$ cat config.mk
export PLATFORM = sky130hd
export DESIGN_NAME = dfir_sat
export DESIGN_NICKNAME = d
export VERILOG_FILES = /design/src/hw/rtl/dfir_pkg.sv /design/src/hw/rtl/dfir_sat.sv
export SDC_FILE = /design/constraint.sdc
export NUM_CORES = 1
export LEC_CHECK = 0
export BUFFER_PORTS_ARGS = -buffer_cell sky130_fd_sc_hd__buf_2
export CAP_MARGIN = 20
export CORE_MARGIN = 2
export CORE_UTILIZATION = 48
export DETAILED_ROUTE_END_ITERATION = 6
export PLACE_DENSITY_LB_ADDON = 0.2
export SLEW_MARGIN = 5
export SYNTH_ARGS = -nofsm -noshare
export SYNTH_HDL_FRONTEND = slang
export SYNTH_SLANG_ARGS = --single-unit
export TNS_END_PERCENT = 50
$ cat constraint.sdc
create_clock -name vclk -period 6.4
set_input_delay 0.96 -clock vclk [all_inputs]
set_output_delay 0.96 -clock vclk [all_outputs]
set_load 0.005 [all_outputs]
$ cat src/hw/rtl/dfir_pkg.sv
`timescale 1ns / 1ps
`default_nettype none
package dfir_pkg;

  // Request modes
  localparam logic [1:0] MODE_FILTER = 2'd0;
  localparam logic [1:0] MODE_LOAD   = 2'd1;
  localparam logic [1:0] MODE_CLEAR  = 2'd2;

  localparam int COEF_BITS      = 16;
  localparam int FRAC_BITS      = 15;
  localparam int TAP_INDEX_BITS = 6;
  localparam int TAP_COUNT_BITS = 7;

  // Broadcast control for every cell of the tap chain
  typedef struct packed {
    logic                        shift;
    logic                        clear;
    logic                        load;
    logic signed [COEF_BITS-1:0] tap_value;
  } cell_ctrl_t;

endpackage
`default_nettype wire

$ cat src/hw/rtl/dfir_sat.sv
`timescale 1ns / 1ps
`default_nettype none
module dfir_sat #(
  parameter int SAMPLE_BITS = 16,
  parameter int ACC_BITS    = 40
) (
  input  wire logic signed [ACC_BITS-1:0] acc,
  output logic signed [SAMPLE_BITS-1:0]   y,
  output logic                            clip
);

  localparam int SH_BITS = ACC_BITS + 1 - dfir_pkg::FRAC_BITS;
  localparam logic signed [ACC_BITS:0] RND =
    (ACC_BITS + 1)'(64'sd1 <<< (dfir_pkg::FRAC_BITS - 1));
  localparam logic signed [SH_BITS-1:0] HI =
    SH_BITS'((64'sd1 <<< (SAMPLE_BITS - 1)) - 64'sd1);
  localparam logic signed [SH_BITS-1:0] LO =
    SH_BITS'(-(64'sd1 <<< (SAMPLE_BITS - 1)));

  logic signed [ACC_BITS:0]  rnd;
  logic signed [SH_BITS-1:0] shv;

  // round half up, floor shift, clamp
  always_comb begin
    rnd = (ACC_BITS + 1)'(acc) + RND;
    shv = SH_BITS'(rnd >>> dfir_pkg::FRAC_BITS);
    priority if (shv > HI) begin
      y    = SAMPLE_BITS'(HI);
      clip = 1'b1;
    end else if (shv < LO) begin
      y    = SAMPLE_BITS'(LO);
      clip = 1'b1;
    end else begin
      y    = SAMPLE_BITS'(shv);
      clip = 1'b0;
    end
  end

endmodule
`default_nettype wire

* After elaboration in Yosys (flattened, before gate mapping) *
Index checks and enable logic that the tools add are counted.

storage, ports and cells
  register bits after elaboration = 0
  latch bits = 0
  memory bits (writable) = 0
  ROM bits = 0
  input bits = 40
  output and inout port bits = 17
  word-level logic and storage cells = 7
  memories = 0

operators by class
  add/subtract/negate cells = 1
  $mul = 0
  divide/modulo/power cells = 0
  magnitude comparators = 2
  equality and inequality tests = 0
  shift operators = 0
  multiplexer cells = 4
  bitwise operators = 0
  reduce and logical (&&, ||, !) cells = 0

operators with widths
  cell                    count
  $add 40x16->41 const B  1
  $mux 16                 2
  $gt 26x16->1 const B    1
  $lt 26x16->1 const B    1
  $mux 1                  2

* Depth between registers and ports, before layout *
Gate-level depths: netlist of the first run.

  word-level depth = 4
  depth in mapped cells = 9
  depth with buffers taken out = 8

* Least setup slack after synthesis of the first run *
Ideal clock, no wire load.

  path type = input to output
  from = input port acc[14]
  to = output port clip
  data arrival time = 2.493 ns
  data required time = 5.440 ns
  path slack = 2.947 ns
  stages on the path = 9
  path buffers = 2
  cells stage by stage = ha_1 > and3_1 > buf_6 > a211oi_1 > a41oi_1 > nor4_1 > a31o_2 > buf_8 > nand2_1

between the ends
  cells in the longest elaborated chain, start to end = 4
  elaborated cells between the ends (all ways) = 5
  classes of those cells = add/sub: 1; order compare: 2; mux: 2

ends and longest elaborated chain
  element             line            source
  start: declaration  dfir_sat.sv:7   input wire logic signed [ACC_BITS-1:0] acc,
  $add 40x16->41 *    dfir_sat.sv:25  rnd = (ACC_BITS + 1)'(acc) + RND;
  $lt 26x16->1        dfir_sat.sv:30  end else if (shv < LO) begin
  $mux 1              dfir_sat.sv:30
  $mux 1 *            dfir_sat.sv:27  priority if (shv > HI) begin
  end: declaration    dfir_sat.sv:9   output logic clip

Mark *: on every way between the ends. The rest lies on a longest branch, timed or not.

* Worst setup path after layout of the first run *
  from = input port acc[14]
  to = output port y[2]

between the ends
  cells in the longest elaborated chain, start to end = 4
  elaborated cells between the ends (all ways) = 5
  classes of those cells = add/sub: 1; order compare: 2; mux: 2

ends and longest elaborated chain
  element           line            source
  $add 40x16->41 *  dfir_sat.sv:25
  $lt 26x16->1      dfir_sat.sv:30
  $mux 16           dfir_sat.sv:30
  $mux 16 *         dfir_sat.sv:27
  end: declaration  dfir_sat.sv:8   output logic signed [SAMPLE_BITS-1:0] y,

Marks and branches as above.

==> flow_summary.toml, run 1 <==
[drt]
drt_pass1_iterations = 4
routed_wire_length_per_instance_um = 12.65
post-route-drc-count = 0
drt_first_iter_violations = 21
detail_route.vias_per_cell = 5.837
drt-total-wl_um = 2176
via_count = 1004
detail-route-antenna-nets = 0

[final_layout]
antenna_cells = 0
layout.cells.most_common = "buf_2"
sequential_cell_area_um2 = 0
finalNonFillerCells = 172
final_cell_mix = "buf_2, nand3_1, nand2_1, xor2_1, o21ai_2"
nClkBuffers = 0
relative_area_change_from_synthesis_to_final_layout_pct = 20.12
final_design_area_no_fill_um2 = 1023
drive_gt1_share_pct = 42.58
layout.sequential_cells = 0
design.final.nets = 198
num-fill-cells = 178
combined_area_of_the_multi_input_logic_cells_um2 = 772.0

[worst_setup_path]
worst-path-max-fanout = 15
worst-path-buf-inv = 2
timing.critical_path.to_type = "output pin"
worstSetupPathType = "primary input to output pin"
path_delay_family = "compound AO/OA/AOI/OAI gates"
critical-path-slowest-cell = "o31a_1"
crit_path_start_kind = "primary input"
critical_path.max_stage_delay_ps = 700
worstPathRequired_ps = 5440
cell_by_cell_listing_of_the_critical_path = "buf_2, ha_1, nand3_1, nand4_1, o31ai_1, and3_2, o21ai_0, o31a_1, o21ai_0, buf_2"
crit_start = "acc[14]"
worstPathArrival_ps = 3280

[timing]
rsz0062_at_grt = "false"
fin_setup_tns_ps = 0
timing.final.crit_period_ps = 4238
max_freq_mhz = 235.9
tightest_slew_ps = 782.0
timing.final.hold_violations = 0
slew_headroom_pct = 47.87
count_of_final_max_slew_check_failures = 0
fin_crit_sh_pct = 66.22
whs_ps = 2295
setup_violations = 0

[yosys]
synth.distinct_cells = 33
dominant_combinational_cell_family_by_area_after_synthesis = "simple AND/OR/NAND/NOR gates"
post_synth_instance_area_um2 = 852.1
synthDominantCellAreaShare_pct = 10.28
synth-simple-area-share_pct = 39.79
synth.yosys.seq_area_share_pct = 0
postSynthNetCount = 159
share_of_cell_area_taken_by_muxes_after_synthesis_pct = 0
synth-compound-area-share_pct = 29.96
post_synthesis_average_cell_area_um2 = 7.221
synth_largest_area_cell = "o21ai_2"
synth_fa_ha_area_share_pct = 1.468
leading_cell_types_by_total_area_after_synthesis = "o21ai_2, xor2_1, xnor2_1, nand3_1, nand4_4"
synth.yosys.warnings = 0
syn_inst = 118
xor_xnor_portion_of_the_synthesized_cell_area_pct = 19.38

[grt]
grt_pass1_vias = 831
antenna_found_initial = 0
pin_count_of_the_biggest_net_entering_global_routing = 17
global_route_wire_length_before_repair_um = 3456
grt.overflow.total = 0
grt_util_all_layers_pct = 20.88

[clock_tree]
setup_bufs_post_cts = 0
cts_resized = 0
cts_hold_buffers_added = 0

[place]
portBuffers = 43
detailed_place_hpwl_um = 1763
place_inst = 172
dpl-instance-area_um2 = 1023
placer_congestion = 0.8188

[floorplanning]
die_width_um = 46.13
rows = 15
floorplan.initialDensity_pct = 50.44
number_of_i_o_pins = 57
dieHeight_um = 46.13
dieArea_um2 = 2128
design.core.area_um2 = 1689

[min_path]
hold_path_startpoint = "acc[23]"
hold_path.class = "primary input to output pin"

[run_status]
run_status = "completed"

[power_and_ir_drop]
vdd_drop_max_uv = 23.61
power_leakage_uw = 0.0004182
power_per_cell_area_nw_per_um2 = 50.93
total_power_uw = 52.13

[run]
cap_violations = 0
## Yosys cell counts
master,number
and3_2,1
o21ai_0,8
xor2_1,10
a31o_2,2
nand4_4,2
inv_1,4
and3_1,3
nor3_1,2
buf_8,2
o21ai_2,10
o31a_1,2
a21oi_1,3
buf_4,1
and4_4,3
and4_1,3
a31oi_1,4
o31ai_1,3
buf_6,2
o22ai_1,1
nor2_1,5
o21a_1,1
xnor2_1,7
and2_2,3
nand3_1,11
xnor2_2,1
a41oi_1,1
nand2_1,10
buf_2,1
a211oi_1,1
ha_1,1
nand4_1,6
nor3_2,1
nor4_1,3
## through the flow
step	util, %	setup slack [ps]
floorplan	-	2947
global placement	60.59	2277
detailed placement	60.59	2168
CTS	60.59	2156
global route	60.59	1872
finish	60.59	2162
## final timing paths
check,to,depth (start not counted),slack (ps)
max,y[2],10,2160
min,y[8],4,2300
## area by class of cell
| class | count | area share [%] |
|---|---|---|
| tap | 17 | 2.078 |
| multi-input combinational | 108 | 75.43 |
| inverter | 4 | 1.467 |
| timing repair buffer | 43 | 21.03 |
## kinds of logic (layout without fill, tap and decap cells)
group | count (synthesis) | in the layout
compound gates | 36 | 36
xor+xnor | 18 | 18
fa+ha+maj | 1 | 1
buf+inv | 10 | 47
simple gates | 53 | 53
## where the power goes
part           internal [uW]  total, uW  switching (uW)  leakage (uW)
Combinational           22.8       52.1            29.3      0.000418
Clock                      0          0               0             0
Sequential                 0          0               0             0
Total                   22.8       52.1            29.3      0.000418
## layer usage
metal	routed length (um)	GRT usage [%]
met1	1032	29.30
met2	1064	37.50
met3	79	0
met4	0	0.5714
met5	0	0
No activity file was read; power rests on OpenSTA's default activity.
==> run 2: changes to the inputs <==
--- a/config.mk
+++ b/config.mk
@@ -7,8 +7,9 @@
 export LEC_CHECK = 0
 export BUFFER_PORTS_ARGS = -buffer_cell sky130_fd_sc_hd__buf_2
 export CAP_MARGIN = 20
+export CORE_ASPECT_RATIO = 0.7
 export CORE_MARGIN = 2
-export CORE_UTILIZATION = 48
+export CORE_UTILIZATION = 40
 export DETAILED_ROUTE_END_ITERATION = 6
 export PLACE_DENSITY_LB_ADDON = 0.2
 export SLEW_MARGIN = 5
==> constraint.sdc (replaced) <==
create_clock -name vclk -period 3.8
set_input_delay 0.57 -clock vclk [all_inputs]
set_output_delay 0.57 -clock vclk [all_outputs]
set_load 0.005 [all_outputs]
==> flow_summary.toml, run 2 (synthesized netlist as in run 1, its figures left out) <==
[timing]
timing.final.crit_period_ps = 3303
fin_crit_sh_pct = 86.91
setup_violations = 0
timing.final.hold_violations = 0
rsz0062_at_grt = "false"
slew_headroom_pct = 70.14
setup_ws_ps = 497.4
max_freq_mhz = 302.8
count_of_final_max_slew_check_failures = 0
fin_setup_tns_ps = 0
tightest_slew_ps = 443.7

[worst_setup_path]
critPathMostFrequentCell = "buf_2"
path_delay_family = "compound AO/OA/AOI/OAI gates"
worst-path-max-fanout = 8
timing.critical_path.to_type = "output pin"
crit_path_start_kind = "primary input"
crit_start = "acc[14]"
path_depth = 11
worstPathRequired_ps = 3230
cell_by_cell_listing_of_the_critical_path = "buf_2, ha_1, nand3_1, nand4_1, o31ai_1, and3_2, o21ai_0, o31a_1, buf_4, o21ai_2, buf_2"
critical_path.max_stage_delay_ps = 370
worstSetupPathType = "primary input to output pin"
critical-path-slowest-cell = "o31a_1"
cp-endpoint = "y[14]"
worstPathArrival_ps = 2730
worst-path-buf-inv = 3

[run_status]
run_status = "completed"

[final_layout]
relative_area_change_from_synthesis_to_final_layout_pct = 21.73
antenna_cells = 0
sequential_cell_area_um2 = 0
drive_gt1_share_pct = 42.95
layout.sequential_cells = 0
final_cell_mix = "buf_2, nand3_1, nand2_1, xor2_1, o21ai_2"
nClkBuffers = 0
design.final.nets = 199
combined_area_of_the_multi_input_logic_cells_um2 = 772.0
layout.cells.most_common = "buf_2"
num-fill-cells = 197

[place]
portBuffers = 43
detailed_place_hpwl_um = 1858
dpl_worst_slack_ps = 540.4
placer_congestion = 0.9077

[grt]
grt_pass1_vias = 814
grt.overflow.total = 0
pin_count_of_the_biggest_net_entering_global_routing = 17
global_route_wire_length_before_repair_um = 3698
antenna_found_initial = 0
grt_util_all_layers_pct = 17.82

[drt]
via_count = 1025
detail-route-antenna-nets = 0
post-route-drc-count = 0
drt_pass1_iterations = 4
routed_wire_length_per_instance_um = 12.92
drt-total-wl_um = 2299
drt_first_iter_violations = 45
detail_route.vias_per_cell = 5.758

[power_and_ir_drop]
swShare_pct = 56.05
power_per_cell_area_nw_per_um2 = 85.88
share_clk_of_total_power_pct = 0
vdd_drop_max_uv = 40.76
internal_power_uw = 39.15
share_seq_of_total_power_pct = 0
power_leakage_uw = 0.0004230
total_switching_power_uw = 49.93
combPwrFrac_pct = 100.0

[floorplanning]
rows = 13
design.core.area_um2 = 1936
number_of_i_o_pins = 57
dieArea_um2 = 2521
die_width_um = 59.17
dieHeight_um = 42.62
floorplan.initialDensity_pct = 44.02

[clock_tree]
setup_bufs_post_cts = 0
cts_hold_buffers_added = 0
cts_resized = 0

[run]
cap_violations = 0

[min_path]
hold_path.class = "primary input to output pin"
-- run 2: cell count changes in the layout (fill, tap and decap cells not counted) --
| cell | previous run | this run |
|---|---|---|
| buf_4 | 0 | 1 |
-- run 2: power by group through the flow --
stage | sequential [uW] | clock (uW) | combinational, uW
CTS | 0 | 0 | 89.2
floorplan | 0 | 0 | 50.0
global route | 0 | 0 | 99.2
detailed placement | 0 | 0 | 88.8
global placement | 0 | 0 | 87.3
finish | 0 | 0 | 89.1
-- run 2: area by class of cell --
| cell class | instances | share of cell area (%) |
|---|---|---|
| multi-input combinational | 108 | 74.43 |
| timing repair buffer | 44 | 21.47 |
| tap | 22 | 2.654 |
| inverter | 4 | 1.448 |
-- run 2: worst min-delay path by stage --
stage | from | to | slack, ps | depth (start not counted)
global route | acc[23] | y[8] | 1550 | 4
global placement | acc[29] | y[14] | 1500 | 4
CTS | acc[29] | y[14] | 1520 | 4
finish | acc[29] | y[14] | 1510 | 4
detailed placement | acc[29] | y[14] | 1520 | 4
floorplan | acc[39] | y[15] | 1260 | 1
-- run 2: stage by stage --
stage | instance area, um2 | cells | total power [uW] | hold WS [ps] | utilization [%]
after floorplan | 852.1 | 118 | 50.04 | 1259 | -
after global placement | 1037 | 178 | 87.31 | 1500 | 53.59
after detailed placement | 1037 | 178 | 88.78 | 1518 | 53.59
after CTS | 1037 | 178 | 89.19 | 1520 | 53.59
after global routing | 1037 | 178 | 99.22 | 1546 | 53.59
final | 1037 | 178 | 89.08 | 1512 | 53.59
-- run 2: routing by layer --
layer	share of wire, %	global-route usage [%]	vias up
met5	0	0	-
met4	0	0	0
met3	6.4	0.3086	0
met2	42	25.78	37
met1	51	30.07	461
li1	-	-	527
==> run 3: changes to the inputs <==
--- a/config.mk
+++ b/config.mk
@@ -5,11 +5,12 @@
 export SDC_FILE = /design/constraint.sdc
 export NUM_CORES = 1
 export LEC_CHECK = 0
+export ABC_AREA = 1
 export BUFFER_PORTS_ARGS = -buffer_cell sky130_fd_sc_hd__buf_2
 export CAP_MARGIN = 20
 export CORE_ASPECT_RATIO = 0.7
 export CORE_MARGIN = 2
-export CORE_UTILIZATION = 40
+export CORE_UTILIZATION = 30
 export DETAILED_ROUTE_END_ITERATION = 6
 export PLACE_DENSITY_LB_ADDON = 0.2
 export SLEW_MARGIN = 5
==> flow_summary.toml, run 3 <==
[place]
portBuffers = 43
dpl-instance-area_um2 = 1267
placer_congestion = 0.8522
detailed_place_hpwl_um = 2510

[worst_setup_path]
worstSetupPathType = "primary input to output pin"
cell_by_cell_listing_of_the_critical_path = "buf_2, ha_1, nand2_2, nor2_4, nand2_2, nor2_4, nand2_1, nand2_1, nand3_1, nor2_2, nand3_2, nand2_4, nand2_1, nand2_1, buf_2"
worst-path-max-fanout = 16
crit_path_start_kind = "primary input"
path_delay_family = "simple AND/OR/NAND/NOR gates"
worstPathArrival_ps = 2240
critPathMostFrequentCell = "nand2_1"
critical-path-slowest-cell = "ha_1"
critical_path.max_stage_delay_ps = 180
worst-path-buf-inv = 2
timing.critical_path.to_type = "output pin"
worstPathRequired_ps = 3230

[timing]
count_of_final_max_slew_check_failures = 0
fin_setup_tns_ps = 0
setup_violations = 0
max_freq_mhz = 356.0
timing.final.hold_violations = 0
tightest_slew_ps = 243.1
timing.final.crit_period_ps = 2809
slew_headroom_pct = 83.67
fin_crit_sh_pct = 73.91
rsz0062_at_grt = "false"

[yosys]
synth_largest_area_cell = "nand2_1"
synth.yosys.seq_area_share_pct = 0
synthDominantCellAreaShare_pct = 34.47
synthTopCellsByCount = "nand2_1, nor2_1, inv_1"
synthMostInstantiatedCell = "nand2_1"
leading_cell_types_by_total_area_after_synthesis = "nand2_1, nor2_1, xor2_1, inv_1, nand3_1"
synth.yosys.warnings = 0
syn_inst = 206
synth.distinct_cells = 20
post_synthesis_average_cell_area_um2 = 4.968
post_synth_instance_area_um2 = 1023
postSynthNetCount = 247

[final_layout]
final_design_area_no_fill_um2 = 1267
layout.cells.most_common = "nand2_1"
antenna_cells = 0
num-fill-cells = 376
final_cell_mix = "nand2_1, buf_2, nor2_1"
drive_gt1_share_pct = 27.53
sequential_cell_area_um2 = 0
design.final.nets = 290
layout.sequential_cells = 0
relative_area_change_from_synthesis_to_final_layout_pct = 23.84
nClkBuffers = 0

[drt]
via_count = 1276
post-route-drc-count = 0
detail-route-antenna-nets = 0
drt_pass1_iterations = 4
drt-total-wl_um = 2790
routed_wire_length_per_instance_um = 9.490
detail_route.vias_per_cell = 4.340
drt_first_iter_violations = 81

[floorplanning]
dieArea_um2 = 3902
design.core.area_um2 = 3212
dieHeight_um = 52.87
floorplan.initialDensity_pct = 31.87
rows = 17
die_width_um = 73.81
number_of_i_o_pins = 57

[power_and_ir_drop]
power_per_cell_area_nw_per_um2 = 75.47
total_power_uw = 95.65
vdd_drop_max_uv = 30.15
power_leakage_uw = 0.0006539

[run_status]
run_status = "completed"

[grt]
antenna_found_initial = 0
pin_count_of_the_biggest_net_entering_global_routing = 17
grt_util_all_layers_pct = 14.83
grt.overflow.total = 0
global_route_wire_length_before_repair_um = 4692
grt_pass1_vias = 1074

[clock_tree]
setup_bufs_post_cts = 0
cts_hold_buffers_added = 0
cts_resized = 0

[run]
cap_violations = 0

[min_path]
hold_path.class = "primary input to output pin"
min_delay_worst_endpoint = "y[10]"
hold_path_startpoint = "acc[25]"
worstHoldPathCells = 5
==> run 3: cell types whose count changed in the layout (fill, tap and decap cells not counted), moves of 6 or more <==
| cell | before | now |
|---|---|---|
| nor2_1 | 5 | 29 |
| o21ai_2 | 10 | 0 |
| nand2_2 | 0 | 9 |
| o21ai_0 | 8 | 1 |
| inv_1 | 4 | 19 |
| nor2_2 | 0 | 6 |
| nand2_1 | 10 | 94 |
==> run 3: report_power, final <==
part | leakage [uW] | switching, uW | total (uW) | internal [uW]
combinational | 0.000654 | 56.2 | 95.6 | 39.4
sequential | 0 | 0 | 0 | 0
clock | 0 | 0 | 0 | 0
==> run 3: through the flow <==
step / instances / hold WS [ps] / utilization (%) / worst slack, ps
final: 294 / 1516 / 39.46 / 991.3
after detailed placement: 294 / 1523 / 39.46 / 980.9
after global routing: 294 / 1548 / 39.46 / 767.4
after floorplan: 206 / 1287 / - / 1351
after global placement: 294 / 1520 / 39.46 / 961.2
after CTS: 294 / 1524 / 39.46 / 976.1
==> run 3: logic make-up after synthesis <==
group	share of synthesized area, %
XOR/XNOR	11.98
AND/OR/NAND/NOR	75.43
buffers and inverters	9.902
adder cells (fa/ha/maj)	1.222
AO/OA/AOI/OAI	1.467
==> run 3: final cells by class <==
cell class                 count  area, um2  area share (%)
tap                           47      58.81           4.640
timing repair buffer          43      215.2           16.98
multi-input combinational    185      922.1           72.75
inverter                      19      71.32           5.627
==> run 3: worst max path at each step <==
stage / from / end / slack [ps] / cells after the start
after global routing: acc[14] / y[5] / 770 / 12
final: acc[15] / y[4] / 990 / 15
after detailed placement: acc[15] / y[5] / 980 / 14
after global placement: acc[15] / y[4] / 960 / 15
after floorplan: acc[14] / y[10] / 1350 / 13
after CTS: acc[15] / y[5] / 980 / 14
==> run 3: routing by layer <==
| layer | global-route usage (%) | vias to the layer above | wire, um |
|---|---|---|---|
| met3 | 0.5714 | 0 | 166 |
| met5 | 0 | - | 0 |
| met4 | 0 | 0 | 0 |
| li1 | - | 711 | - |
| met1 | 25.25 | 525 | 1657 |
| met2 | 20.83 | 40 | 966 |
