File: config.mk
export PLATFORM = sky130hd
export DESIGN_NAME = dfir_cell
export DESIGN_NICKNAME = d
export VERILOG_FILES = /design/src/hw/rtl/dfir_pkg.sv /design/src/hw/rtl/dfir_cell.sv
export SDC_FILE = /design/constraint.sdc
export NUM_CORES = 1
export LEC_CHECK = 0
export ABC_AREA = 1
export BUFFER_PORTS_ARGS = -buffer_cell sky130_fd_sc_hd__buf_2
export CAP_MARGIN = 40
export CORE_AREA = 2 2 170 172
export CTS_BUF_LIST = sky130_fd_sc_hd__clkbuf_4 sky130_fd_sc_hd__clkbuf_8 sky130_fd_sc_hd__clkbuf_16
export CTS_CLUSTER_DIAMETER = 200
export CTS_CLUSTER_SIZE = 25
export DETAILED_ROUTE_END_ITERATION = 8
export DIE_AREA = 0 0 172 174
export MAX_ROUTING_LAYER = met4
export PLACE_DENSITY = 0.9
export SLEW_MARGIN = 10
export SYNTH_ARGS = -nofsm -noshare
export SYNTH_HDL_FRONTEND = slang
export SYNTH_SLANG_ARGS = --single-unit
File: constraint.sdc
create_clock -name clk -period 6.8 [get_ports clk]
set_clock_uncertainty 0.15 [all_clocks]
set_input_delay 0.34 -clock clk [delete_from_list [all_inputs] [get_ports clk]]
set_output_delay 0.34 -clock clk [all_outputs]
set_load 0.01 [all_outputs]
File: src/hw/rtl/dfir_pkg.sv
`timescale 1ns / 1ps
`default_nettype none
package dfir_pkg;

  // Request modes
  localparam logic [1:0] MODE_FILTER = 2'd0;
  localparam logic [1:0] MODE_LOAD   = 2'd1;
  localparam logic [1:0] MODE_CLEAR  = 2'd2;

  localparam int COEF_BITS      = 16;
  localparam int FRAC_BITS      = 15;
  localparam int TAP_INDEX_BITS = 6;
  localparam int TAP_COUNT_BITS = 7;

  // Broadcast control for every cell of the tap chain
  typedef struct packed {
    logic                        shift;
    logic                        clear;
    logic                        load;
    logic signed [COEF_BITS-1:0] tap_value;
  } cell_ctrl_t;

endpackage
`default_nettype wire

File: src/hw/rtl/dfir_cell.sv
`timescale 1ns / 1ps
`default_nettype none
module dfir_cell #(
  parameter int SAMPLE_BITS = 16,
  parameter int ACC_BITS    = 40
) (
  input  wire logic                          clk,
  input  wire logic                          rst,
  input  wire dfir_pkg::cell_ctrl_t          ctrl,
  input  wire logic                          sel,
  input  wire logic                          tap_on,
  input  wire logic signed [SAMPLE_BITS-1:0] samp_prev,
  output logic signed [SAMPLE_BITS-1:0]      samp,
  input  wire logic signed [ACC_BITS-1:0]    sum_prev,
  output logic signed [ACC_BITS-1:0]         sum
);

  localparam int PROD_BITS = SAMPLE_BITS + dfir_pkg::COEF_BITS;

  logic signed [dfir_pkg::COEF_BITS-1:0] coef;
  logic signed [PROD_BITS-1:0]           prod;

  // history tap
  always_ff @(posedge clk) begin
    if (rst) begin
      samp <= '0;
    end else if (ctrl.clear) begin
      samp <= '0;
    end else if (ctrl.shift) begin
      samp <= samp_prev;
    end
  end

  always_ff @(posedge clk) begin
    if (rst) begin
      coef <= '0;
    end else if (ctrl.load && sel) begin
      coef <= ctrl.tap_value;
    end
  end

  // product, then partial sum handed to the next cell
  always_ff @(posedge clk) begin
    if (tap_on) begin
      prod <= PROD_BITS'(samp * coef);
    end else begin
      prod <= '0;
    end
    sum <= sum_prev + ACC_BITS'(prod);
  end

endmodule
`default_nettype wire

### Word level (Yosys, flattened, before mapping)

Cells that the tools add are included.

| word-level totals | value |
|---|---|
| register bits | 104 |
| input port bits | 79 |
| output and inout bits | 56 |
| word-level logic and storage cells | 8 |

| cells by class | value |
|---|---|
| add/subtract/negate cells | 1 |
| $mul | 1 |
| reduce and logical (&&, ||, !) cells | 2 |

Operators by type and width:

| kind | number |
|---|---|
| adder 40 x 32 -> 40 bit | 1 |
| multiplier 16 x 16 -> 32 bit | 1 |
| OR reduction 2 bit | 1 |
| logical AND 1 bit | 1 |

### Logic depth before layout (Yosys ltp)

Gate-level depths: netlist of the first run.

| depth | value |
|---|---|
| depth after elaboration | 1 |
| depth in mapped cells | 26 |

### Least setup slack after synthesis of the first run

Ideal clock, no wire load.

| timing path | value |
|---|---|
| kind | register to register |
| from | register samp[15] |
| to | register prod[29] |
| library setup time | 111 ps |
| arrival | 5429 ps |
| required time | 6539 ps |
| slack | 1111 ps |
| stages on the path, launching flop included | 22 |
| path buffers | 2 |
| period minus slack after synthesis | 5689 ps |
| cell sequence | dfxtp_1 -> clkbuf_1 -> clkbuf_1 -> nand2_1 -> inv_1 -> fa_1 -> fa_1 -> inv_1 -> fa_1 -> fa_1 -> fa_1 -> fa_1 -> inv_1 -> ha_1 -> nand2_1 -> nor2_1 -> nand2_1 -> nor3_1 -> nand2_1 -> nand3_1 -> and2_1 -> nor2_1 |

| on the way | value |
|---|---|
| longest elaborated chain between the ends | 1 |

Ends and longest elaborated chain:

| element | RTL line | text |
|---|---|---|
| from (decl) | dfir_cell.sv:13 | `output logic signed [SAMPLE_BITS-1:0] samp,` |
| from (signal assigned) | dfir_cell.sv:30 | `samp <= samp_prev;` |
| multiplier 16 x 16 -> 32 bit | dfir_cell.sv:45 | `prod <= PROD_BITS'(samp * coef);` |
| to (signal assigned) | dfir_cell.sv:45 |  |
| to (decl) | dfir_cell.sv:21 | `logic signed [PROD_BITS-1:0] prod;` |

Every way passes these cells.
A chain may end at the register's enable or synchronous reset.

### Worst setup path after layout of the first run

| timing path | value |
|---|---|
| from | register coef[1] in the netlist's numbering |
| to | register prod[23] |

| on the way | value |
|---|---|
| longest elaborated chain between the ends | 1 |

Ends and longest elaborated chain:

| element | RTL line | text |
|---|---|---|
| from (decl) | dfir_cell.sv:20 | `logic signed [dfir_pkg::COEF_BITS-1:0] coef;` |
| from (signal assigned) | dfir_cell.sv:38 | `coef <= ctrl.tap_value;` |
| multiplier 16 x 16 -> 32 bit | dfir_cell.sv:45 |  |

Every way passes these cells.

==> qor.yml, run 1 <==
mapped_nets: 2865
post_synth_main_area_contributors: "sky130_fd_sc_hd__fa_1, sky130_fd_sc_hd__nand2_1, sky130_fd_sc_hd__inv_1, sky130_fd_sc_hd__dfxtp_1, sky130_fd_sc_hd__ha_1"
crit_path_max_incr_delay_ps: 860
synth.avg_cell_area_um2: 6.96
path_clk_slew_ps: 80
cts_max_path_buffers: 2
worst_hold_startpoint: "sum_prev[0]"
netlist_area_before_placement_um2: 16700
core-area_um2: 28200
buffer_ports.inserted: 134
pre_cts_ws_ps: 554
worst_hold_path.endpoint: "sum[0]$_DFF_P_"
die_footprint_um2: 29900
dp.final_hpwl_mm: 38.2
die_y_um: 174
syn_inst: 2402
drt_drc_violations_left: 0
drt-pass1-iter-count: 6
start_util: 0.592
max-slew-margin-rel: 0.374
worst-endpoint-required_ps: 6920
grt_overflow_total: 0
power_per_cell_area_nw_per_um2: 108
number_of_enable_type_register_cells_in_the_synthesized_netlist: 0
r2r_cells: 21
fin_hold_ws_ps: 49.7
crit_arrival_ps: 6380
cp_slowest_cell: "sky130_fd_sc_hd__fa_1"
tritoncts: "built"
run_status: "completed"
viasPerCell: 5.25
num-fill-cells: 2525
synth_common_cells: "sky130_fd_sc_hd__nand2_1, sky130_fd_sc_hd__inv_1, sky130_fd_sc_hd__fa_1"
dp_cells: 2855
element_type_at_the_critical_path_start: "flop"
finalWeightedCongestion: 0.954
die_w_um: 172
detailed_route_via_count: 15066
critical-path-top-cell-by-count: "sky130_fd_sc_hd__nand2_1"
synth_largest_type_area_fraction: 0.315
grt_first_pass_wirelength_mm: 74.9
period_minus_slack_ps: 6260
worstSetupPathType: "flop to flop"
final_core_utilization: 0.635
clk-insertion-delay-late_ps: 370
synthMostInstantiatedCell: "sky130_fd_sc_hd__nand2_1"
vdd_drop_max_uv: 116
cts_buffers: 9
cts_root_buf: "sky130_fd_sc_hd__clkbuf_16"
setup_crit_end_kind: "flop"
antenna_found_initial: 0
synth_sequential_area_ratio: 0.125
hold_viol_final: 0
post_cts_setup_buffers: 0
wl_per_cell_um: 15.6
timing.final.max_slew_violations: 0
final_cell_area_um2: 17900
final_instance_count_excl_fillers: 2871
route.antenna.remaining_nets: 0
rows: 62
drv.max_cap_violation_count: 0
dominantRegCellSynth: "sky130_fd_sc_hd__dfxtp_1"
yosys_register_bits: 104
setup_viol_count_final: 0
setup.reg_to_reg.worst_slack_ps: 540
clock_sink_count: 104
grt_start_max_net_pins: 29
drive_gt1_frac: 0.0844
ctsHoldBuffers: 0
reg2reg_from: "coef[1]$_SDFFE_PP0P_"
detail_route.iter0.violations: 1130
grt_usage: 0.327
dpl-instance-area_um2: 17600
async_flop_share: 0
route.final.wire_length_mm: 44.8
layout.nets: 2945
fin_crit_sh: 0.920
maxClockFrequency_mhz: 160
number_of_global_route_vias_before_repair: 15987
hold_path_class: "input pin to flop"
number_of_top_level_pins: 135
tightest_slew_ps: 937
synth_top_cell_by_area: "sky130_fd_sc_hd__fa_1"
design_power_total_mw: 1.94
reg2reg_to: "prod[23]$_SDFF_PN0_"
synthesis.yosys.warnings: 0
area_growth_from_synthesis_to_final_layout_pct: 7.32
timing.setup.tns_ps: 0
sequence_of_cells_on_the_critical_path: "nand2_1 > inv_1 > fa_1 > fa_1 > fa_1 > fa_1 > fa_1 > inv_1 > fa_1 > inv_1 > ha_1 > nand2_1 > inv_1 > nand2_1 > and2_1 > nand2_1 > a21oi_1 > nand2_1 > nand2_1 > nand2_1 > nor2_1"
setup_slack_ps: 541
cts_resized: 0
critPathMaxFanout: 17
min_path_cells: 2
rsz0062_at_grt: "false"
p_leak_nw: 11.1
post_synth_num_cell_types: 32
cts_htree_levels: 3
antenna_cells_inserted: 0
[per-layer routing]
layer,GRT usage,share of wire,vias to the layer above
met5,-,0,-
met4,0.143,0.046,0
met3,0.0485,0.076,183
met2,0.566,0.50,702
met1,0.376,0.37,7069
li1,-,-,7112
[flip-flops by register name, indices dropped and copies added, names as in the netlist]
name / count
coef: 16
prod: 32
samp: 16
sum: 40
[cell type report]
class                           instances  area [um2]  share of cell area
Clock buffer                           10         233              0.0130
Timing Repair Buffer                  142         731              0.0407
Multi-Input combinational cell       1605       12000               0.670
Sequential cell                       104        2080               0.116
Clock inverter                          6        60.1             0.00335
Inverter                              620        2330               0.130
Tap cell                              384         480              0.0268
[critical path: cells and delay by family, from the launching register on]
kind | cells | cell delay [ps]
adders and majority gates | 7 | 3770
buffers and inverters | 4 | 320
AOI/OAI and AO/OA | 1 | 130
and+or+nand+nor | 9 | 1020
DFF | 1 | 760
[how the worst max path moves through the flow]
stage,start,endpoint,slack [ps],depth (start not counted)
2_1_floorplan,samp[15]$_SDFFE_PP0P_,prod[29]$_SDFF_PN0_,1110,21
3_5_place_dp,coef[1]$_SDFFE_PP0P_,prod[23]$_SDFF_PN0_,550,19
3_3_place_gp,samp[15]$_SDFFE_PP0P_,prod[23]$_SDFF_PN0_,810,21
6_report,coef[1]$_SDFFE_PP0P_,prod[23]$_SDFF_PN0_,540,21
5_1_grt,coef[1]$_SDFFE_PP0P_,prod[29]$_SDFF_PN0_,230,19
4_1_cts,coef[1]$_SDFFE_PP0P_,prod[23]$_SDFF_PN0_,540,19
[cell families after synthesis]
| family | synth area share |
|---|---|
| and+or+nand+nor | 0.260 |
| buffers and inverters | 0.156 |
| adders and majority gates | 0.406 |
| AOI/OAI and AO/OA | 0.0415 |
| DFF | 0.125 |
| xor gates and xnor gates | 0.0121 |
[cells in the final DEF, fill, tap and decap left out, types with 17 or more instances in the layout]
master	netlist	layout
sky130_fd_sc_hd__a21oi_1	89	89
sky130_fd_sc_hd__buf_2	2	134
sky130_fd_sc_hd__dfxtp_1	104	104
sky130_fd_sc_hd__fa_1	263	263
sky130_fd_sc_hd__ha_1	121	121
sky130_fd_sc_hd__inv_1	613	613
sky130_fd_sc_hd__nand2_1	778	778
sky130_fd_sc_hd__nand3_1	71	71
sky130_fd_sc_hd__nand4_1	24	24
sky130_fd_sc_hd__nor2_1	138	138
sky130_fd_sc_hd__nor2_2	22	22
sky130_fd_sc_hd__xor2_1	17	17
[power by group]
part / switching [mW] / total [mW] / internal [mW] / leakage (nW)
Clock: 0.261 / 0.523 / 0.262 / 0.143
Combinational: 0.427 / 0.677 / 0.250 / 10.1
Sequential: 0.0589 / 0.739 / 0.681 / 0.860
Note: power is estimated with default switching activity, not from simulation.
==> run 2, diff against run 1 <==
- CORE_AREA: 2 2 170 172 -> 2 2 179 164
- DIE_AREA: 0 0 172 174 -> 0 0 181 166
==> qor.yml, run 2 (same netlist as run 1, synthesis figures left out) <==
rsz0062_at_grt: "false"  # unchanged
maxClockFrequency_mhz: 159  # was 160 MHz
most-common-layout-cells: "sky130_fd_sc_hd__nand2_1, sky130_fd_sc_hd__inv_1, sky130_fd_sc_hd__fa_1"  # unchanged
run_status: "completed"  # unchanged
rows: 59  # was 62
drt-pass1-iter-count: 5  # was 6
setup.reg_to_reg.worst_slack_ps: 510  # was 540 ps
setup_viol_count_final: 0  # unchanged
power_per_cell_area_nw_per_um2: 110  # was 108 nW/um2
min_path_cells: 2  # unchanged
worst-endpoint-required_ps: 6930  # was 6920 ps
timing.final.max_slew_violations: 0  # unchanged
grt_first_pass_wirelength_mm: 76.9  # was 74.9 mm
element_type_at_the_critical_path_start: "flop"  # unchanged
die_footprint_um2: 30000  # was 29900 um2
viasPerCell: 5.24  # was 5.25
tritoncts: "built"  # unchanged
start_util: 0.590  # was 0.592
cellInternalPower_mw: 1.20  # was 1.19 mW
worst_hold_path.endpoint: "sum[0]$_DFF_P_"  # unchanged
seq_power_share: 0.372  # was 0.381
r2r_cells: 19  # was 21
vdd_drop_max_uv: 107  # was 116 uV
worst_hold_startpoint: "sum_prev[0]"  # unchanged
setup_crit_end_kind: "flop"  # unchanged
drt_drc_violations_left: 0  # unchanged
net-switching-power_mw: 0.765  # was 0.746 mW
post_cts_setup_buffers: 0  # unchanged
die_w_um: 181  # was 172 um
wl_per_cell_um: 16.1  # was 15.6 um
dp.final_hpwl_mm: 39.2  # was 38.2 mm
grt_start_max_net_pins: 29  # unchanged
cts_max_path_buffers: 2  # unchanged
largest_register_ff_count: 40  # unchanged
path_clk_slew_ps: 70  # was 80 ps
power_frac_comb: 0.357  # was 0.349
share_clk_of_total_power: 0.271  # was 0.270
largest_register: "sum"  # unchanged
drv.max_cap_violation_count: 0  # unchanged
area_growth_from_synthesis_to_final_layout_pct: 7.57  # was 7.32%
route.final.wire_length_mm: 46.2  # was 44.8 mm
route.antenna.remaining_nets: 0  # unchanged
antenna_cells_inserted: 0  # unchanged
layout.nets: 2954  # was 2945
tightest_slew_ps: 892  # was 937 ps
worstSetupPathType: "flop to flop"  # unchanged
layout_commonest_cell: "sky130_fd_sc_hd__nand2_1"  # unchanged
critPathMaxFanout: 17  # unchanged
number_of_global_route_vias_before_repair: 15783  # was 15987
buffer_ports.inserted: 134  # unchanged
grt_usage: 0.332  # was 0.327
fin_hold_ws_ps: 54.1  # was 49.7 ps
fin_crit_sh: 0.924  # was 0.920
number_of_top_level_pins: 135  # unchanged
switching_share: 0.388  # was 0.385
final_core_utilization: 0.634  # was 0.635
hold_path_class: "input pin to flop"  # unchanged
cts_resized: 0  # unchanged
timing.setup.tns_ps: 0  # unchanged
detail_route.iter0.violations: 1128  # was 1130
grt_overflow_total: 0  # unchanged
die_y_um: 166  # was 174 um
dpl-instance-area_um2: 17700  # was 17600 um2
period_minus_slack_ps: 6290  # was 6260 ps
hold_viol_final: 0  # unchanged
antenna_found_initial: 0  # unchanged
finalWeightedCongestion: 0.991  # was 0.954
p_leak_nw: 11.2  # was 11.1 nW
max-slew-margin-rel: 0.404  # was 0.374
cts_htree_levels: 3  # unchanged
crit_arrival_ps: 6410  # was 6380 ps
drive_gt1_frac: 0.0874  # was 0.0844
detailed_route_via_count: 14994  # was 15066
core-area_um2: 28300  # was 28200 um2
reg_top3: "sum x40, prod x32"  # unchanged
cts_root_buf: "sky130_fd_sc_hd__clkbuf_16"  # unchanged
startpoint: "coef[4]$_SDFFE_PP0P_"  # was coef[1]$_SDFFE_PP0P_
ctsHoldBuffers: 0  # unchanged
clk-insertion-delay-late_ps: 370  # about the same
dp_cells: 2846  # was 2855
reg2reg_to: "prod[23]$_SDFF_PN0_"  # unchanged
cts_buffers: 9  # unchanged
reg2reg_from: "coef[4]$_SDFFE_PP0P_"  # was coef[1]$_SDFFE_PP0P_
final_instance_count_excl_fillers: 2861  # was 2871
final_cell_area_um2: 18000  # was 17900 um2
clock_sink_count: 104  # unchanged
## run 2: cell types whose count changed in the layout (fill, tap and decap cells not counted), sizes merged
cell	previous run	this run
buf	142	151
inv	620	619
clkinv	5	4
clkbuf	10	11
## run 2: per-stage QoR
step,setup slack (ps),power (mW)
floorplan,1110,1.19
global placement,699,1.41
detailed placement,602,1.44
CTS,530,1.97
global route,149,2.09
finish,515,1.97
## run 2: worst max path at each step
stage                               end  cells past startpoint
finish              prod[23]$_SDFF_PN0_                     19
global route        prod[28]$_SDFF_PN0_                     20
CTS                 prod[23]$_SDFF_PN0_                     19
detailed placement  prod[23]$_SDFF_PN0_                     19
global placement    prod[23]$_SDFF_PN0_                     19
floorplan           prod[29]$_SDFF_PN0_                     21
## run 2: layout make-up
| class | instances | area [um2] |
|---|---|---|
| fill | 2482 | 10400 |
| clock inverter | 4 | 36.3 |
| inverter | 620 | 2330 |
| clock buffer | 11 | 253 |
| multi-input combinational | 1605 | 12000 |
| timing repair buffer | 151 | 798 |
| sequential | 104 | 2080 |
| tap | 366 | 458 |
## run 2: critical path: stages, from the launching register on
cell,delay (ps)
sky130_fd_sc_hd__dfxtp_1,840
sky130_fd_sc_hd__nand2_1,270
sky130_fd_sc_hd__fa_1,590
sky130_fd_sc_hd__inv_1,70
sky130_fd_sc_hd__fa_1,750
sky130_fd_sc_hd__fa_1,530
sky130_fd_sc_hd__fa_1,510
sky130_fd_sc_hd__fa_1,490
sky130_fd_sc_hd__inv_1,50
sky130_fd_sc_hd__fa_1,480
sky130_fd_sc_hd__inv_1,40
sky130_fd_sc_hd__ha_1,380
sky130_fd_sc_hd__nand2_1,140
sky130_fd_sc_hd__nor2_2,140
sky130_fd_sc_hd__inv_1,70
sky130_fd_sc_hd__nor2_2,150
sky130_fd_sc_hd__nand4_1,150
sky130_fd_sc_hd__nand2_1,160
sky130_fd_sc_hd__nor2_1,50
sky130_fd_sc_hd__nor2_1,190
## run 2: metal layers
layer  track usage  share of wire
met2         0.536           0.47
met4         0.123          0.037
met3        0.0588          0.086
met5             -              0
met1         0.421           0.41
## run 2: power by group through the flow
stage / Combinational, mW / Clock (mW) / Sequential [mW]
after global routing: 0.785 / 0.562 / 0.739
final: 0.703 / 0.533 / 0.733
after CTS: 0.695 / 0.542 / 0.732
after detailed placement: 0.690 / 0 / 0.746
after floorplan: 0.452 / 0 / 0.742
after global placement: 0.671 / 0 / 0.742
==> run 3, diff against run 2 <==
- PLACE_DENSITY: 0.9 -> 0.86
==> qor.yml, run 3 (same netlist as run 1, synthesis figures left out) <==
run_status: "completed"  # unchanged
fin_crit_sh: 0.927  # was 0.924
hold_path_class: "input pin to flop"  # unchanged
viasPerCell: 5.26  # was 5.24
grt_start_max_net_pins: 29  # unchanged
cp.buffers_inverters: 1  # was 4
layout_commonest_cell: "sky130_fd_sc_hd__nand2_1"  # unchanged
crit_arrival_ps: 6430  # was 6410 ps
worst-endpoint-required_ps: 6920  # was 6930 ps
worst_hold_path.endpoint: "sum[0]$_DFF_P_"  # unchanged
detailed_route_via_count: 15030  # was 14994
rows: 59  # unchanged
min_path_cells: 2  # unchanged
path_clk_slew_ps: 80  # was 70 ps
antenna_found_initial: 0  # unchanged
cp_slowest_cell: "sky130_fd_sc_hd__fa_1"  # was sky130_fd_sc_hd__dfxtp_1
post_cts_setup_buffers: 0  # unchanged
tritoncts: "built"  # unchanged
timing.final.max_slew_violations: 0  # unchanged
sequence_of_cells_on_the_critical_path: "nand2_1 > inv_1 > fa_1 > fa_1 > fa_1 > fa_1 > fa_1 > fa_1 > ha_1 > nand2_1 > nor2_1 > nand2_1 > nor2_1 > nand2_1 > nand3_1 > nand2_1 > nand2_1 > nor2_1"  # was nand2_1 > fa_1 > inv_1 > fa_1 > fa_1 > fa_1 > fa_1 > inv_1 > fa_1 > inv_1 > ha_1 > nand2_1 > nor2_2 > inv_1 > nor2_2 > nand4_1 > nand2_1 > nor2_1 > nor2_1
r2r_cells: 18  # was 19
cts_buffers: 9  # unchanged
start_util: 0.590  # unchanged
grt_first_pass_wirelength_mm: 76.0  # was 76.9 mm
drt-pass1-iter-count: 5  # unchanged
largest_register: "sum"  # unchanged
crit_path_max_incr_delay_ps: 850  # was 840 ps
p_leak_nw: 11.1  # was 11.2 nW
cts_resized: 0  # unchanged
largest_register_ff_count: 40  # unchanged
antenna_cells_inserted: 0  # unchanged
die_y_um: 166  # unchanged
drv.max_cap_violation_count: 0  # unchanged
die_footprint_um2: 30000  # unchanged
route.final.wire_length_mm: 46.1  # was 46.2 mm
ctsHoldBuffers: 0  # unchanged
grt_overflow_total: 0  # unchanged
reg2reg_to: "prod[26]$_SDFF_PN0_"  # was prod[23]$_SDFF_PN0_
cts_root_buf: "sky130_fd_sc_hd__clkbuf_16"  # unchanged
clk-insertion-delay-late_ps: 370  # about the same
max-slew-margin-rel: 0.430  # was 0.404
worst_hold_startpoint: "sum_prev[0]"  # unchanged
worstSetupPathType: "flop to flop"  # unchanged
maxClockFrequency_mhz: 159  # about the same
critPathMaxFanout: 18  # was 17
core-area_um2: 28300  # unchanged
dp.final_hpwl_mm: 39.1  # was 39.2 mm
clock_sink_count: 104  # unchanged
most-common-layout-cells: "sky130_fd_sc_hd__nand2_1, sky130_fd_sc_hd__inv_1, sky130_fd_sc_hd__fa_1"  # unchanged
vdd_drop_max_uv: 118  # was 107 uV
number_of_global_route_vias_before_repair: 15403  # was 15783
number_of_top_level_pins: 135  # unchanged
route.antenna.remaining_nets: 0  # unchanged
tightest_slew_ps: 854  # was 892 ps
wl_per_cell_um: 16.1  # about the same
setup_viol_count_final: 0  # unchanged
finalWeightedCongestion: 0.975  # was 0.991
reg_top3: "sum x40, prod x32"  # unchanged
grt_usage: 0.331  # was 0.332
hold_viol_final: 0  # unchanged
area_growth_from_synthesis_to_final_layout_pct: 7.40  # was 7.57%
final_core_utilization: 0.633  # was 0.634
element_type_at_the_critical_path_start: "flop"  # unchanged
num-fill-cells: 2571  # was 2482
drt_drc_violations_left: 0  # unchanged
cts_max_path_buffers: 2  # unchanged
layout.nets: 2950  # was 2954
rsz0062_at_grt: "false"  # unchanged
buffer_ports.inserted: 134  # unchanged
drive_gt1_frac: 0.0863  # was 0.0874
power_per_cell_area_nw_per_um2: 110  # about the same
reg2reg_from: "samp[15]$_SDFFE_PP0P_"  # was coef[4]$_SDFFE_PP0P_
fin_hold_ws_ps: 41.2  # was 54.1 ps
crit_family: "adder cells"  # unchanged
timing.setup.tns_ps: 0  # unchanged
cts_htree_levels: 3  # unchanged
detail_route.iter0.violations: 1436  # was 1128
period_minus_slack_ps: 6310  # was 6290 ps
setup_crit_end_kind: "flop"  # unchanged
setup.reg_to_reg.worst_slack_ps: 490  # was 510 ps
die_w_um: 181  # unchanged
run 3: cell count changes in the layout (fill, tap and decap cells not counted), sizes merged:
cell    before  now
clkbuf      11   12
buf        151  147
run 3: per-layer routing:
metal | track usage | vias to the layer above | routed length [um] | part of all wire
li1 | - | 7118 | - | -
met1 | 0.433 | 7027 | 18800 | 0.41
met2 | 0.519 | 765 | 20900 | 0.45
met3 | 0.0632 | 120 | 4760 | 0.10
met4 | 0.116 | 0 | 1590 | 0.035
met5 | - | - | 0 | 0
run 3: worst register-to-register path, cell delays in order, from the launching register on:
cell	delay [ps]
sky130_fd_sc_hd__dfxtp_1	770
sky130_fd_sc_hd__nand2_1	220
sky130_fd_sc_hd__inv_1	170
sky130_fd_sc_hd__fa_1	560
sky130_fd_sc_hd__fa_1	850
sky130_fd_sc_hd__fa_1	540
sky130_fd_sc_hd__fa_1	570
sky130_fd_sc_hd__fa_1	430
sky130_fd_sc_hd__fa_1	460
sky130_fd_sc_hd__ha_1	450
sky130_fd_sc_hd__nand2_1	150
sky130_fd_sc_hd__nor2_1	250
sky130_fd_sc_hd__nand2_1	130
sky130_fd_sc_hd__nor2_1	100
sky130_fd_sc_hd__nand2_1	90
sky130_fd_sc_hd__nand3_1	170
sky130_fd_sc_hd__nand2_1	70
sky130_fd_sc_hd__nand2_1	60
sky130_fd_sc_hd__nor2_1	40
run 3: how the worst max path moves through the flow:
stage / start / endpoint / slack [ps] / cells past startpoint
final: samp[15]$_SDFFE_PP0P_ / prod[26]$_SDFF_PN0_ / 490 / 18
after CTS: samp[15]$_SDFFE_PP0P_ / prod[25]$_SDFF_PN0_ / 510 / 19
after floorplan: samp[15]$_SDFFE_PP0P_ / prod[29]$_SDFF_PN0_ / 1110 / 21
after global routing: samp[15]$_SDFFE_PP0P_ / prod[31]$_SDFF_PN0_ / 100 / 21
after global placement: samp[15]$_SDFFE_PP0P_ / prod[25]$_SDFF_PN0_ / 640 / 19
after detailed placement: samp[15]$_SDFFE_PP0P_ / prod[25]$_SDFF_PN0_ / 540 / 19
run 3: where the power goes:
group	leakage, nW	internal (mW)	switching (mW)
Sequential	0.860	0.681	0.0551
Combinational	10.1	0.251	0.451
Clock	0.142	0.272	0.262
run 3: final cells by class:
type	instances	area [um2]	share of cell area
tap	366	458	0.0255
clock inverter	4	36.3	0.00202
clock buffer	12	254	0.0142
sequential	104	2080	0.116
multi-input combinational	1605	12000	0.670
inverter	620	2330	0.130
timing repair buffer	147	768	0.0428
run 3: stage by stage:
step	setup slack, ps	power (mW)	instance area (um2)	cells
final	494	1.97	17900	2858
after global routing	103	2.09	17900	2858
after CTS	507	1.98	17900	2858
after detailed placement	545	1.44	17700	2842
after global placement	642	1.42	17700	2842
after floorplan	1110	1.19	16700	2402
